File: src/design/plr_pkg.sv
// Shared types, codes and widths of the piecewise linear resampler.
package plr_pkg;

	localparam int WL_W   = 16;              // wavelength, unsigned Q12.4
	localparam int VAL_W  = 24;              // value, signed Q4.20
	localparam int DV_W   = VAL_W + 1;       // value difference and its magnitude
	localparam int PROD_W = WL_W + DV_W;     // dt * |dv|
	localparam int QUO_W  = DV_W;            // quotient never exceeds |dv|
	localparam int MEM_W  = WL_W + VAL_W;    // one table row: {value, wavelength}

	localparam logic [1:0] ACT_CLEAR  = 2'd0;
	localparam logic [1:0] ACT_APPEND = 2'd1;
	localparam logic [1:0] ACT_QUERY  = 2'd2;

	typedef enum logic [1:0] {
		STAT_OK    = 2'd0,
		STAT_EMPTY = 2'd1,
		STAT_FULL  = 2'd2
	} plr_stat_t;

	typedef enum logic [1:0] {
		RD_ZERO = 2'd0,
		RD_LAST = 2'd1,
		RD_J    = 2'd2,
		RD_K    = 2'd3
	} plr_rd_t;

	typedef enum logic [1:0] {
		RES_ZERO   = 2'd0,
		RES_LO     = 2'd1,
		RES_INTERP = 2'd2
	} plr_res_t;

	// controller -> datapath
	typedef struct packed {
		logic      take_in;
		logic      clear;
		logic      append;
		logic      rd_en;
		plr_rd_t   rd_sel;
		logic      cap_lo;
		logic      cap_hi;
		logic      j_start;
		logic      j_zero;
		logic      j_inc;
		logic      save_search;
		logic      prep;
		logic      mul;
		logic      div_start;
		logic      emit;
		plr_res_t  res_sel;
		plr_stat_t stat;
	} plr_cmd_t;

	// datapath -> controller
	typedef struct packed {
		logic [1:0] act;
		logic       empty;
		logic       full;
		logic       t_le_rd;
		logic       t_ge_rd;
		logic       lo_gt_t;
		logic       k_lt_n;
		logic       div_busy;
		logic       out_free;
	} plr_sts_t;

endpackage

File: src/design/plr_ctrl.sv
// Controller: sequences table updates, the clamp checks, the pointer walk and the divide.
module plr_ctrl (
	input  logic              clk,
	input  logic              arst_n,
	input  logic              in_valid,
	output logic              in_ready,
	input  plr_pkg::plr_sts_t sts,
	output plr_pkg::plr_cmd_t cmd
);
	import plr_pkg::*;

	typedef enum logic [3:0] {
		S_IDLE,
		S_DECODE,
		S_Q_FIRST,
		S_Q_LAST,
		S_J_RD,
		S_J_GOT,
		S_STEP,
		S_K_GOT,
		S_CHECK,
		S_MUL,
		S_DIV,
		S_DWAIT,
		S_FINISH
	} state_t;

	state_t    state_q, state_d;
	plr_res_t  res_q, res_d;
	plr_stat_t stat_q, stat_d;
	logic      retry_q, retry_d;

	always_comb begin
		cmd      = '0;
		state_d  = state_q;
		res_d    = res_q;
		stat_d   = stat_q;
		retry_d  = retry_q;
		in_ready = 1'b0;
		unique case (state_q)
			S_IDLE: begin
				in_ready    = 1'b1;
				cmd.take_in = in_valid;
				if (in_valid)
					state_d = S_DECODE;
			end
			S_DECODE: begin
				res_d   = RES_ZERO;
				stat_d  = STAT_OK;
				state_d = S_FINISH;
				unique case (sts.act)
					ACT_CLEAR: cmd.clear = 1'b1;
					ACT_APPEND: begin
						if (sts.full)
							stat_d = STAT_FULL;
						else
							cmd.append = 1'b1;
					end
					ACT_QUERY: begin
						if (sts.empty) begin
							stat_d = STAT_EMPTY;
						end else begin
							cmd.rd_en  = 1'b1;
							cmd.rd_sel = RD_ZERO;
							state_d    = S_Q_FIRST;
						end
					end
					default: ;
				endcase
			end
			S_Q_FIRST: begin
				cmd.cap_lo = 1'b1;
				if (sts.t_le_rd) begin
					res_d   = RES_LO;
					state_d = S_FINISH;
				end else begin
					cmd.rd_en  = 1'b1;
					cmd.rd_sel = RD_LAST;
					state_d    = S_Q_LAST;
				end
			end
			S_Q_LAST: begin
				cmd.cap_lo = 1'b1;
				if (sts.t_ge_rd) begin
					res_d   = RES_LO;
					state_d = S_FINISH;
				end else begin
					cmd.j_start = 1'b1;
					retry_d     = 1'b0;
					state_d     = S_J_RD;
				end
			end
			S_J_RD: begin
				cmd.rd_en  = 1'b1;
				cmd.rd_sel = RD_J;
				state_d    = S_J_GOT;
			end
			S_J_GOT: begin
				cmd.cap_lo = 1'b1;
				state_d    = S_STEP;
			end
			S_STEP: begin
				if (sts.k_lt_n) begin
					cmd.rd_en  = 1'b1;
					cmd.rd_sel = RD_K;
					state_d    = S_K_GOT;
				end else begin
					state_d = S_CHECK;
				end
			end
			S_K_GOT: begin
				if (sts.t_ge_rd) begin
					// advance: the upper point becomes the lower one
					cmd.j_inc  = 1'b1;
					cmd.cap_lo = 1'b1;
					state_d    = S_STEP;
				end else begin
					cmd.cap_hi = 1'b1;
					state_d    = S_CHECK;
				end
			end
			S_CHECK: begin
				if ((!sts.k_lt_n || sts.lo_gt_t) && !retry_q) begin
					// overshot: restart the walk from the first point
					cmd.j_zero = 1'b1;
					retry_d    = 1'b1;
					state_d    = S_J_RD;
				end else begin
					cmd.save_search = 1'b1;
					cmd.prep        = 1'b1;
					state_d         = S_MUL;
				end
			end
			S_MUL: begin
				cmd.mul = 1'b1;
				state_d = S_DIV;
			end
			S_DIV: begin
				cmd.div_start = 1'b1;
				state_d       = S_DWAIT;
			end
			S_DWAIT: begin
				if (!sts.div_busy) begin
					res_d   = RES_INTERP;
					stat_d  = STAT_OK;
					state_d = S_FINISH;
				end
			end
			S_FINISH: begin
				cmd.res_sel = res_q;
				cmd.stat    = stat_q;
				if (sts.out_free) begin
					cmd.emit = 1'b1;
					state_d  = S_IDLE;
				end
			end
			default: state_d = S_IDLE;
		endcase
	end

	always_ff @(posedge clk or negedge arst_n) begin
		if (!arst_n) begin
			state_q <= S_IDLE;
			res_q   <= RES_ZERO;
			stat_q  <= STAT_OK;
			retry_q <= 1'b0;
		end else begin
			state_q <= state_d;
			res_q   <= res_d;
			stat_q  <= stat_d;
			retry_q <= retry_d;
		end
	end

endmodule

File: config.mk
export PLATFORM = sky130hd
export DESIGN_NAME = plr_ctrl
export DESIGN_NICKNAME = d
export VERILOG_FILES = /design/src/design/plr_pkg.sv /design/src/design/plr_ctrl.sv
export SDC_FILE = /design/constraint.sdc
export NUM_CORES = 1
export LEC_CHECK = 0
export ABC_AREA = 1
export BUFFER_PORTS_ARGS = -buffer_cell sky130_fd_sc_hd__buf_2
export CORE_ASPECT_RATIO = 0.75
export CORE_UTILIZATION = 35
export DETAILED_ROUTE_END_ITERATION = 8
export HOLD_SLACK_MARGIN = 0.12
export PLACE_DENSITY = 0.62
export SLEW_MARGIN = 40
export SYNTH_ARGS = -nofsm -noshare
export SYNTH_HDL_FRONTEND = slang
export SYNTH_SLANG_ARGS = --single-unit
File: constraint.sdc
create_clock -name clk -period 3.4 [get_ports clk]
set_input_delay 0.68 -clock clk [delete_from_list [all_inputs] [get_ports clk]]
set_output_delay 0.68 -clock clk [all_outputs]
set_load 0.01 [all_outputs]
==> impl_summary.log, run 1 <==
INFO  metric ff2ff_setup_slack = 1.95 ns
INFO  metric routed-via-count = 936
INFO  metric layoutNonFillerInstCount = 193
INFO  metric wl_met3 = 162 um
INFO  metric final_antenna_net_count = 0
INFO  metric grt_remaining_overflow = 0
INFO  metric power_density = 699 nW/um2
INFO  metric flow.area_growth_from_synthesis = 26.6%
INFO  metric p_leak = 0.685 nW
INFO  metric highest-signal-layer = met4
INFO  metric cts-hold-fix-buffers = 0
INFO  metric dp.final_hpwl = 1690 um
INFO  metric cp_max_fo = 2
INFO  metric grt_first_pass_wirelength = 3220 um
INFO  metric place_congestion = 0.855
INFO  metric floorplan.die_area = 2490 um2
INFO  metric fillerInstances = 216
INFO  metric required = 2.72 ns
INFO  metric ys_warn_count = 0
INFO  metric p_sw = 0.360 mW
INFO  metric routedWlPerCell = 10.4 um
INFO  metric worst_ep_arrival_time = 1.52 ns
INFO  metric seq_power_share = 0.269
INFO  metric core_region_area = 2080 um2
INFO  metric clock_sink_count = 9
INFO  metric root_buffer_selected_by_cts = sky130_fd_sc_hd__clkbuf_4
INFO  metric critPathCaptureType = output pin
INFO  metric max-clock-path-buffers = 2
INFO  metric synthDominantCellAreaShare = 0.280
INFO  metric worst_hold_path_type = input port to asynchronous set/reset pin
INFO  metric end_of_the_worst_register_to_register_path = res_q[1]$_DFFE_PN0P_
INFO  metric finalSetupTns = 0 ns
INFO  metric grt_pass1_vias = 747
INFO  metric final_nets = 186
INFO  metric h-tree-depth = 1
INFO  metric maximum_number_of_pins_on_one_net_before_global_route_repair = 10
INFO  metric start_util = 0.385
INFO  metric cts_setup_buffers = 0
INFO  metric clock_insertion_delay_worst_skew = 0.26 ns
INFO  metric total_power = 0.711 mW
INFO  metric clock_power_share = 0.112
INFO  metric io_pins = 34
INFO  metric rows = 14
INFO  metric peak_supply_drop = 0.310 mV
INFO  metric fin_worst_skew = 0.00715 ns
INFO  metric worst_setup_hold_path_clk_slew = 0.06 ns
INFO  metric detail_routed_via_count_per_cell = 4.85
INFO  metric place.port_buffers = 33
INFO  metric post_synth.cell_area_avg = 6.04 um2
INFO  metric dp_worst_setup_slack = 1.20 ns
INFO  metric remaining_drc_errors = 3
INFO  metric track_usage = 0.175
INFO  metric setup_viol_count_final = 0
INFO  metric timing.max_slew.rel_slack = 0.755
INFO  metric syn-cell-area = 803 um2
INFO  metric fin_crit = 2.20 ns
INFO  metric dr_wl_met2 = 898 um
INFO  metric synth_nets = 149
INFO  metric post-route-worst-setup-slack = 1.20 ns
INFO  metric cell_internal_pwr = 0.351 mW
INFO  metric grt_setup_unrepaired = no
INFO  metric post_synth_inst_count = 133
INFO  metric finalHoldViolations = 0
INFO  metric cts_buf_count = 3
INFO  metric sw_frac_of_total = 0.506
INFO  metric cells_after_dpl = 189
INFO  metric final_cell_mix = sky130_fd_sc_hd__nand2_1 (33), sky130_fd_sc_hd__buf_2 (33), sky130_fd_sc_hd__inv_1 (26)
INFO  metric drt_iter0_markers = 41
INFO  metric period_share = 0.647
INFO  metric antenna_violations_before_repair = 0
INFO  metric cts_repair_resize_count = 0
INFO  metric postRouteWirelength = 2000 um
INFO  metric antenna-diode-count = 0
INFO  metric die_height = 43.5 um
INFO  metric worst_slew_pin_slew = 0.366 ns
INFO  metric seq_area_frac_synth = 0.280
INFO  metric synth_top_cell_by_area = sky130_fd_sc_hd__dfrtp_1
INFO  metric synth_top_cells_by_area = sky130_fd_sc_hd__dfrtp_1 (28%), sky130_fd_sc_hd__nand2_1 (15%), sky130_fd_sc_hd__inv_1 (12%)
INFO  metric critical_path.startpoint_type = input port
INFO  metric drv_slew = 0
INFO  metric violations_in_the_final_reports = design-rule violations
INFO  metric dr.pass1.iters = 7
INFO  metric yosys_register_bits = 9
INFO  metric max_freq = 454 MHz
INFO  metric regToRegStartpoint = state_q[2]$_DFFE_PN0P_
INFO  metric critical_path_class = input port to output pin
INFO  metric combPwrFrac = 0.619
INFO  metric routedLengthMet1 = 925 um
INFO  metric synthDistinctLibCells = 21
INFO  metric die_outline_width = 57.3 um
INFO  metric drv.max_cap_violation_count = 0
INFO  metric run_status = finished with violations
INFO  metric reg2reg_depth = 8
INFO  metric proportion_of_layout_cells_with_a_drive_suffix_above_1 = 0.266
INFO  metric cts_tree = built
[worst max-delay path, cell delays in order]
cell and delay [ns]:
sky130_fd_sc_hd__buf_2 0.11, sky130_fd_sc_hd__inv_1 0.07, sky130_fd_sc_hd__ha_1 0.14, sky130_fd_sc_hd__inv_1 0.04
sky130_fd_sc_hd__nor2_1 0.13, sky130_fd_sc_hd__nand3_1 0.12, sky130_fd_sc_hd__nand3_1 0.09, sky130_fd_sc_hd__buf_2 0.13
[cell usage after synthesis, drive strengths merged]
cell and instances:
o22ai 1, nor3 4, nand2 34, nand3 16
dfrtp 9, a21oi 2, nor2 26, nor3b 1
inv 28, o21ai 3, o21bai 1, buf 1
o211ai 3, ha 3, o21a 1
[power by group through the flow]
stage | clock, mW | combinational (mW) | sequential (mW)
floorplan | 0 | 0.321 | 0.187
CTS | 0.0819 | 0.444 | 0.192
global route | 0.0886 | 0.499 | 0.199
finish | 0.0795 | 0.440 | 0.191
detailed placement | 0 | 0.442 | 0.194
global placement | 0 | 0.441 | 0.193
[state kept, by name, indices dropped and copies added (netlist names)]
signal and count:
stat_q 2, retry_q 1, state_q 4, res_q 2
[cell type report]
class | instances | area [um2] | share of cell area
clock buffer | 4 | 26.3 | 0.0258
inverter | 28 | 105 | 0.103
multi-input combinational | 95 | 465 | 0.458
sequential | 9 | 225 | 0.221
tap | 24 | 30.0 | 0.0295
timing repair buffer | 33 | 165 | 0.162
[worst max-delay path by stage]
stage                      startpoint  endpoint  cells past startpoint
2_1_floorplan                  sts[8]   cmd[16]                      6
6_report                       sts[8]   cmd[16]                      8
3_5_place_dp                   sts[8]   cmd[16]                      8
4_1_cts                        sts[8]   cmd[16]                      8
5_1_grt        state_q[1]$_DFFE_PN0P_    cmd[0]                      4
3_3_place_gp                   sts[8]   cmd[16]                      8
[kinds of logic (layout without fill, tap and decap cells)]
logic type,Yosys count,after routing,synth area share
simple gates,81,81,0.442
flops,9,9,0.280
buf+inv,29,65,0.140
compound gates,11,11,0.0903
fa+ha+maj,3,3,0.0467
[through the flow]
step / util / hold WS (ns) / cell area, um2
finish: 0.488 / 0.257 / 1020
global route: 0.488 / 0.261 / 1020
CTS: 0.488 / 0.257 / 1020
detailed placement: 0.475 / 0.474 / 991
global placement: 0.475 / 0.468 / 991
floorplan: - / 0.384 / 803
[metal layers]
layer,track usage,up-vias
li1,-,485
met1,0.241,415
met2,0.254,34
met3,0.0597,2
met4,0.0732,0
met5,0,-
No activity file was read; power rests on OpenSTA's default activity.
==> run 2, diff against run 1 <==
==> constraint.sdc (replaced) <==
create_clock -name clk -period 2.05 [get_ports clk]
set_input_delay 0.41 -clock clk [delete_from_list [all_inputs] [get_ports clk]]
set_output_delay 0.41 -clock clk [all_outputs]
set_load 0.01 [all_outputs]
==> run 2 against run 1 <==
The flow still finishes with violations (design-rule violations). Sequential power up 66%. Utilization is 0.60 points higher. Die area unchanged. Count of clock-buffer cells in the layout unchanged. Hold slack improved by 0.17 ns. Sequential share of layout area down 0.27 points. Via count is 0.64% lower. Worst setup slack worse by 1.1 ns. Register-to-register slack got worse by 1.3 ns.
==> impl_summary.log, run 2 (same netlist as run 1, synthesis figures left out) <==
INFO  metric run_status = finished with violations
INFO  metric violations_in_the_final_reports = design-rule violations
INFO  metric remaining_drc_errors = 3
INFO  metric worst_slew_pin_slew = 0.386 ns
INFO  metric postRouteWirelength = 2040 um
INFO  metric final_common_cell = sky130_fd_sc_hd__buf_2
INFO  metric worst_hold_path_type = input port to flip-flop
INFO  metric crit_path_top_delay_cell = sky130_fd_sc_hd__dfrtp_1
INFO  metric core_region_area = 2080 um2
INFO  metric setup_viol_count_final = 0
INFO  metric clock_power_share = 0.112
INFO  metric drv_slew = 0
INFO  metric root_buffer_selected_by_cts = sky130_fd_sc_hd__clkbuf_4
INFO  metric path_cells = inv_2 -> nor2_1 -> nand3_1 -> nand3_1 -> buf_2
INFO  metric seq_power_share = 0.266
INFO  metric grt_first_pass_wirelength = 3190 um
INFO  metric detail_routed_via_count_per_cell = 4.79
INFO  metric largestRegisters = state_q (4), res_q (2), stat_q (2)
INFO  metric slowest_delay = 0.43 ns
INFO  metric timing.max_slew.rel_slack = 0.742
INFO  metric final_antenna_net_count = 0
INFO  metric routed-via-count = 930
INFO  metric dp.final_hpwl = 1690 um
INFO  metric max_flop_register = state_q
INFO  metric grt_pass1_vias = 740
INFO  metric track_usage = 0.178
INFO  metric flow.area_growth_from_synthesis = 28.2%
INFO  metric detailed_place.area = 991 um2
INFO  metric clock_insertion_delay_worst_skew = 0.26 ns
INFO  metric post-route-worst-setup-slack = 0.143 ns
INFO  metric peak_supply_drop = 0.540 mV
INFO  metric place.port_buffers = 33
INFO  metric worst_ep_arrival_time = 1.50 ns
INFO  metric max-clock-path-buffers = 2
INFO  metric largest_register_ff_count = 4
INFO  metric rows = 14
INFO  metric period_share = 0.930
INFO  metric finalHoldViolations = 0
INFO  metric final_cell_mix = sky130_fd_sc_hd__buf_2 (33), sky130_fd_sc_hd__nand2_1 (32), sky130_fd_sc_hd__inv_1 (26)
INFO  metric ff2ff_setup_slack = 0.62 ns
INFO  metric fin_crit = 1.91 ns
INFO  metric routedWlPerCell = 10.5 um
INFO  metric proportion_of_layout_cells_with_a_drive_suffix_above_1 = 0.271
INFO  metric cp_max_fo = 6
INFO  metric required = 1.64 ns
INFO  metric fin_worst_skew = 0.00428 ns
INFO  metric grt_remaining_overflow = 0
INFO  metric p_leak = 0.690 nW
INFO  metric combPwrFrac = 0.621
INFO  metric finalSetupTns = 0 ns
INFO  metric power_density = 1160 nW/um2
INFO  metric die_height = 43.5 um
INFO  metric total_power = 1.19 mW
INFO  metric drv.max_cap_violation_count = 0
INFO  metric drt_iter0_markers = 50
INFO  metric maximum_number_of_pins_on_one_net_before_global_route_repair = 10
INFO  metric final_cell_area = 1030 um2
INFO  metric critical_path_class = flip-flop to output pin
INFO  metric crit_path_most_repeated_cell = sky130_fd_sc_hd__nand3_1
INFO  metric critPathCaptureType = output pin
INFO  metric antenna_violations_before_repair = 0
INFO  metric dp_worst_setup_slack = 0.389 ns
INFO  metric cell_internal_pwr = 0.585 mW
INFO  metric clock_sink_count = 9
INFO  metric h-tree-depth = 1
INFO  metric max_freq = 524 MHz
INFO  metric antenna-diode-count = 0
INFO  metric timing.hold.ws = 0.427 ns
INFO  metric worst_setup_hold_path_clk_slew = 0.06 ns
INFO  metric critical_path.startpoint_type = flip-flop
INFO  metric start_util = 0.385
INFO  metric dr.pass1.iters = 9
INFO  metric io_pins = 34
INFO  metric sw_frac_of_total = 0.510
INFO  metric final_nets = 187
INFO  metric place_congestion = 0.845
INFO  metric floorplan.die_area = 2490 um2
INFO  metric fillerInstances = 224
INFO  metric p_sw = 0.609 mW
INFO  metric die_outline_width = 57.3 um
INFO  metric cts_tree = built
INFO  metric cts_buf_count = 3
INFO  metric cts_setup_buffers = 0
[run 2: cell types whose count changed in the layout (fill, tap and decap cells not counted)]
cell / previous run / this run
sky130_fd_sc_hd__dlygate4sd3_1: 0 / 1
sky130_fd_sc_hd__nand2_1: 33 / 32
sky130_fd_sc_hd__nand2_2: 1 / 2
[run 2: routing by layer]
metal	vias to the layer above	GRT usage	routed length [um]
li1	487	-	-
met1	413	0.246	984
met2	26	0.261	890
met3	4	0.0537	135
met4	0	0.0732	29
met5	-	0	0
[run 2: worst max-delay path: cells and delay by family, from the launching register on]
family / cells / cell delay (ns)
flip-flops: 1 / 0.43
buffers and inverters: 2 / 0.22
AND/OR/NAND/NOR: 3 / 0.58
[run 2: through the flow]
step | cells | util
6_report | 194 | 0.494
5_1_grt | 194 | 0.494
4_1_cts | 194 | 0.493
3_5_place_dp | 189 | 0.475
3_3_place_gp | 189 | 0.475
2_1_floorplan | 133 | -
[run 2: layout make-up]
type | instances | area [um2] | share of cell area
flip-flops and latches | 9 | 225 | 0.219
well taps | 24 | 30.0 | 0.0292
inverters | 28 | 105 | 0.102
clock buffers | 4 | 26.3 | 0.0255
repair buffers | 34 | 175 | 0.170
multi-input cells | 95 | 468 | 0.454
[run 2: what timing repair did]
item	CTS	global route
hold buffers	1	0
gates resized for setup	0	1
hold endpoints to repair	9	0
setup endpoints to repair	0	1
[run 2: worst paths after layout]
check,start,end,depth (start not counted)
max reg2reg,state_q[2]$_DFFE_PN0P_,res_q[1]$_DFFE_PN0P_,8
min,sts[7],stat_q[0]$_DFFE_PN0P_,3
max,state_q[1]$_DFFE_PN0P_,cmd[16],5
min reg2reg,res_q[1]$_DFFE_PN0P_,res_q[1]$_DFFE_PN0P_,2
min in group asynchronous,arst_n,stat_q[0]$_DFFE_PN0P_,2
max in group asynchronous,arst_n,retry_q$_DFFE_PN0P_,2
[run 2: power by group through the flow]
stage | Clock [mW] | Sequential (mW) | Combinational [mW]
floorplan | 0 | 0.311 | 0.532
global placement | 0 | 0.319 | 0.732
detailed placement | 0 | 0.320 | 0.735
CTS | 0.138 | 0.318 | 0.740
global route | 0.151 | 0.331 | 0.839
finish | 0.134 | 0.318 | 0.742
==> run 3, diff against run 2 <==
--- a/config.mk
+++ b/config.mk
@@ -8,10 +8,10 @@
 export ABC_AREA = 1
 export BUFFER_PORTS_ARGS = -buffer_cell sky130_fd_sc_hd__buf_2
 export CORE_ASPECT_RATIO = 0.75
-export CORE_UTILIZATION = 35
+export CORE_UTILIZATION = 46
 export DETAILED_ROUTE_END_ITERATION = 8
 export HOLD_SLACK_MARGIN = 0.12
-export PLACE_DENSITY = 0.62
+export PLACE_DENSITY = 0.77
 export SLEW_MARGIN = 40
 export SYNTH_ARGS = -nofsm -noshare
 export SYNTH_HDL_FRONTEND = slang
==> run 3 against run 2 <==
The run now ends clean. Via count up 0.43%. Combinational power is essentially flat. Worst setup slack worse by 0.014 ns. Maximum frequency is 0.74% lower.
==> impl_summary.log, run 3 (same netlist as run 1, synthesis figures left out) <==
INFO  metric run_status = complete, no violations
INFO  metric regToRegStartpoint = state_q[3]$_DFFE_PN0P_
INFO  metric fillerInstances = 140
INFO  metric cts_buf_count = 3
INFO  metric drv_slew = 0
INFO  metric dp.final_hpwl = 1680 um
INFO  metric worst_ep_arrival_time = 1.51 ns
INFO  metric final_cell_mix = sky130_fd_sc_hd__nand2_1 (33), sky130_fd_sc_hd__buf_2 (33), sky130_fd_sc_hd__inv_1 (26)
INFO  metric clock_insertion_delay_worst_skew = 0.27 ns
INFO  metric area.sequential = 225 um2
INFO  metric antenna-diode-count = 0
INFO  metric maximum_number_of_pins_on_one_net_before_global_route_repair = 10
INFO  metric worst_setup_path_start = state_q[3]$_DFFE_PN0P_
INFO  metric period_share = 0.937
INFO  metric combPwrFrac = 0.619
INFO  metric start_util = 0.514
INFO  metric cell_internal_pwr = 0.583 mW
INFO  metric die_height = 38.2 um
INFO  metric grt_remaining_overflow = 0
INFO  metric grt_setup_unrepaired = no
INFO  metric seq_power_share = 0.266
INFO  metric postRouteWirelength = 2070 um
INFO  metric routedLengthMet1 = 940 um
INFO  metric multiInputGateArea = 470 um2
INFO  metric core_region_area = 1560 um2
INFO  metric proportion_of_layout_cells_with_a_drive_suffix_above_1 = 0.271
INFO  metric p_leak = 0.693 nW
INFO  metric detail_routed_via_count_per_cell = 4.89
INFO  metric io_pins = 34
INFO  metric grt_first_pass_wirelength = 3270 um
INFO  metric final_antenna_net_count = 0
INFO  metric clock_sink_count = 9
INFO  metric place.port_buffers = 33
INFO  metric track_usage = 0.240
INFO  metric setup_viol_count_final = 0
INFO  metric highest-signal-layer = met4
INFO  metric wl_met3 = 207 um
INFO  metric cp_max_fo = 7
INFO  metric critical_path.startpoint_type = flip-flop
INFO  metric antenna_violations_before_repair = 0
INFO  metric reg2reg_depth = 7
INFO  metric max_flop_register = state_q
INFO  metric worst_hold_path_type = input port to flip-flop
INFO  metric detailed_place.area = 987 um2
INFO  metric crit_path_end = cmd[17]
INFO  metric worst_slew_pin_slew = 0.337 ns
INFO  metric max-clock-path-buffers = 2
INFO  metric final_nets = 187
INFO  metric finalHoldViolations = 0
INFO  metric peak_supply_drop = 0.712 mV
INFO  metric routedWlPerCell = 10.8 um
INFO  metric max_freq = 521 MHz
INFO  metric dr_wl_met2 = 893 um
INFO  metric fin_worst_skew = 0.00501 ns
INFO  metric ff2ff_setup_slack = 0.56 ns
INFO  metric die_outline_width = 50.3 um
INFO  metric cts_setup_buffers = 0
INFO  metric required = 1.64 ns
INFO  metric floorplan.die_area = 1920 um2
INFO  metric largestRegisters = state_q (4), res_q (2), stat_q (2)
INFO  metric fin_crit = 1.92 ns
INFO  metric remaining_drc_errors = 0
INFO  metric rows = 12
INFO  metric largest_register_ff_count = 4
INFO  metric critPathCaptureType = output pin
INFO  metric finalSetupTns = 0 ns
INFO  metric drv.max_cap_violation_count = 0
INFO  metric sw_frac_of_total = 0.515
INFO  metric worst_setup_hold_path_clk_slew = 0.06 ns
INFO  metric final_cell_area = 1030 um2
INFO  metric grt_pass1_vias = 772
INFO  metric routed-via-count = 934
INFO  metric critical_path_class = flip-flop to output pin
INFO  metric drt_iter0_markers = 23
INFO  metric power_density = 1170 nW/um2
INFO  metric end_of_the_worst_register_to_register_path = res_q[1]$_DFFE_PN0P_
INFO  metric flow.area_growth_from_synthesis = 28.2%
INFO  metric p_sw = 0.620 mW
INFO  metric clock_power_share = 0.115
INFO  metric dr.pass1.iters = 4
INFO  metric h-tree-depth = 1
INFO  metric root_buffer_selected_by_cts = sky130_fd_sc_hd__clkbuf_4
INFO  metric cts_tree = built
INFO  metric timing.max_slew.rel_slack = 0.774
INFO  metric place_congestion = 0.929
run 3: cell count changes in the layout (fill, tap and decap cells not counted):
cell                       before  now
sky130_fd_sc_hd__clkinv_2       0    1
sky130_fd_sc_hd__nor2_2         3    2
sky130_fd_sc_hd__clkbuf_1       1    0
sky130_fd_sc_hd__nor2_4         1    2
sky130_fd_sc_hd__nand2_2        2    1
sky130_fd_sc_hd__nand2_1       32   33
run 3: what timing repair did:
action,in CTS,in global routing
hold buffers,1,0
gates resized for setup,0,1
setup endpoints to repair,0,1
hold endpoints to repair,9,0
run 3: layer usage:
metal  vias up  GRT usage
met5         -          0
met4         0     0.0857
met3         5     0.0952
met2        43      0.370
met1       401      0.304
li1        485          -
run 3: worst min-delay path by stage:
stage	start	endpoint	slack [ns]	cells after the start
final	sts[7]	stat_q[0]$_DFFE_PN0P_	0.41	3
after floorplan	arst_n	res_q[0]$_DFFE_PN0P_	0.11	0
after CTS	sts[7]	stat_q[0]$_DFFE_PN0P_	0.41	3
after global routing	sts[7]	stat_q[0]$_DFFE_PN0P_	0.43	3
after global placement	arst_n	state_q[1]$_DFFE_PN0P_	0.27	1
after detailed placement	arst_n	state_q[1]$_DFFE_PN0P_	0.28	1
run 3: worst max-delay path, stage by stage (launching register included):
cell and delay, ns:
sky130_fd_sc_hd__dfrtp_1 0.48, sky130_fd_sc_hd__nor2_4 0.21, sky130_fd_sc_hd__nand2_1 0.17, sky130_fd_sc_hd__nor3b_1 0.23
sky130_fd_sc_hd__buf_2 0.17
run 3: through the flow:
step | total power [mW] | util | std cells | setup slack [ns] | hold slack, ns
after floorplan | 0.843 | - | 133 | 0.589 | 0.114
after global placement | 1.04 | 0.632 | 186 | 0.441 | 0.270
after detailed placement | 1.05 | 0.632 | 186 | 0.352 | 0.275
after CTS | 1.19 | 0.656 | 191 | 0.111 | 0.411
after global routing | 1.33 | 0.659 | 191 | 0.0149 | 0.435
final | 1.20 | 0.659 | 191 | 0.129 | 0.410
run 3: power by group through the flow:
stage	logic, mW	registers, mW	clock network, mW
after floorplan	0.532	0.311	0
after global placement	0.724	0.317	0
after detailed placement	0.730	0.319	0
after CTS	0.734	0.316	0.144
after global routing	0.843	0.332	0.155
final	0.745	0.320	0.138
run 3: final cells by class:
type | instances | share of cell area
Clock buffer | 3 | 0.0219
Clock inverter | 1 | 0.00486
Tap cell | 21 | 0.0255
Sequential cell | 9 | 0.219
Timing Repair Buffer | 34 | 0.170
Inverter | 28 | 0.102
Multi-Input combinational cell | 95 | 0.457
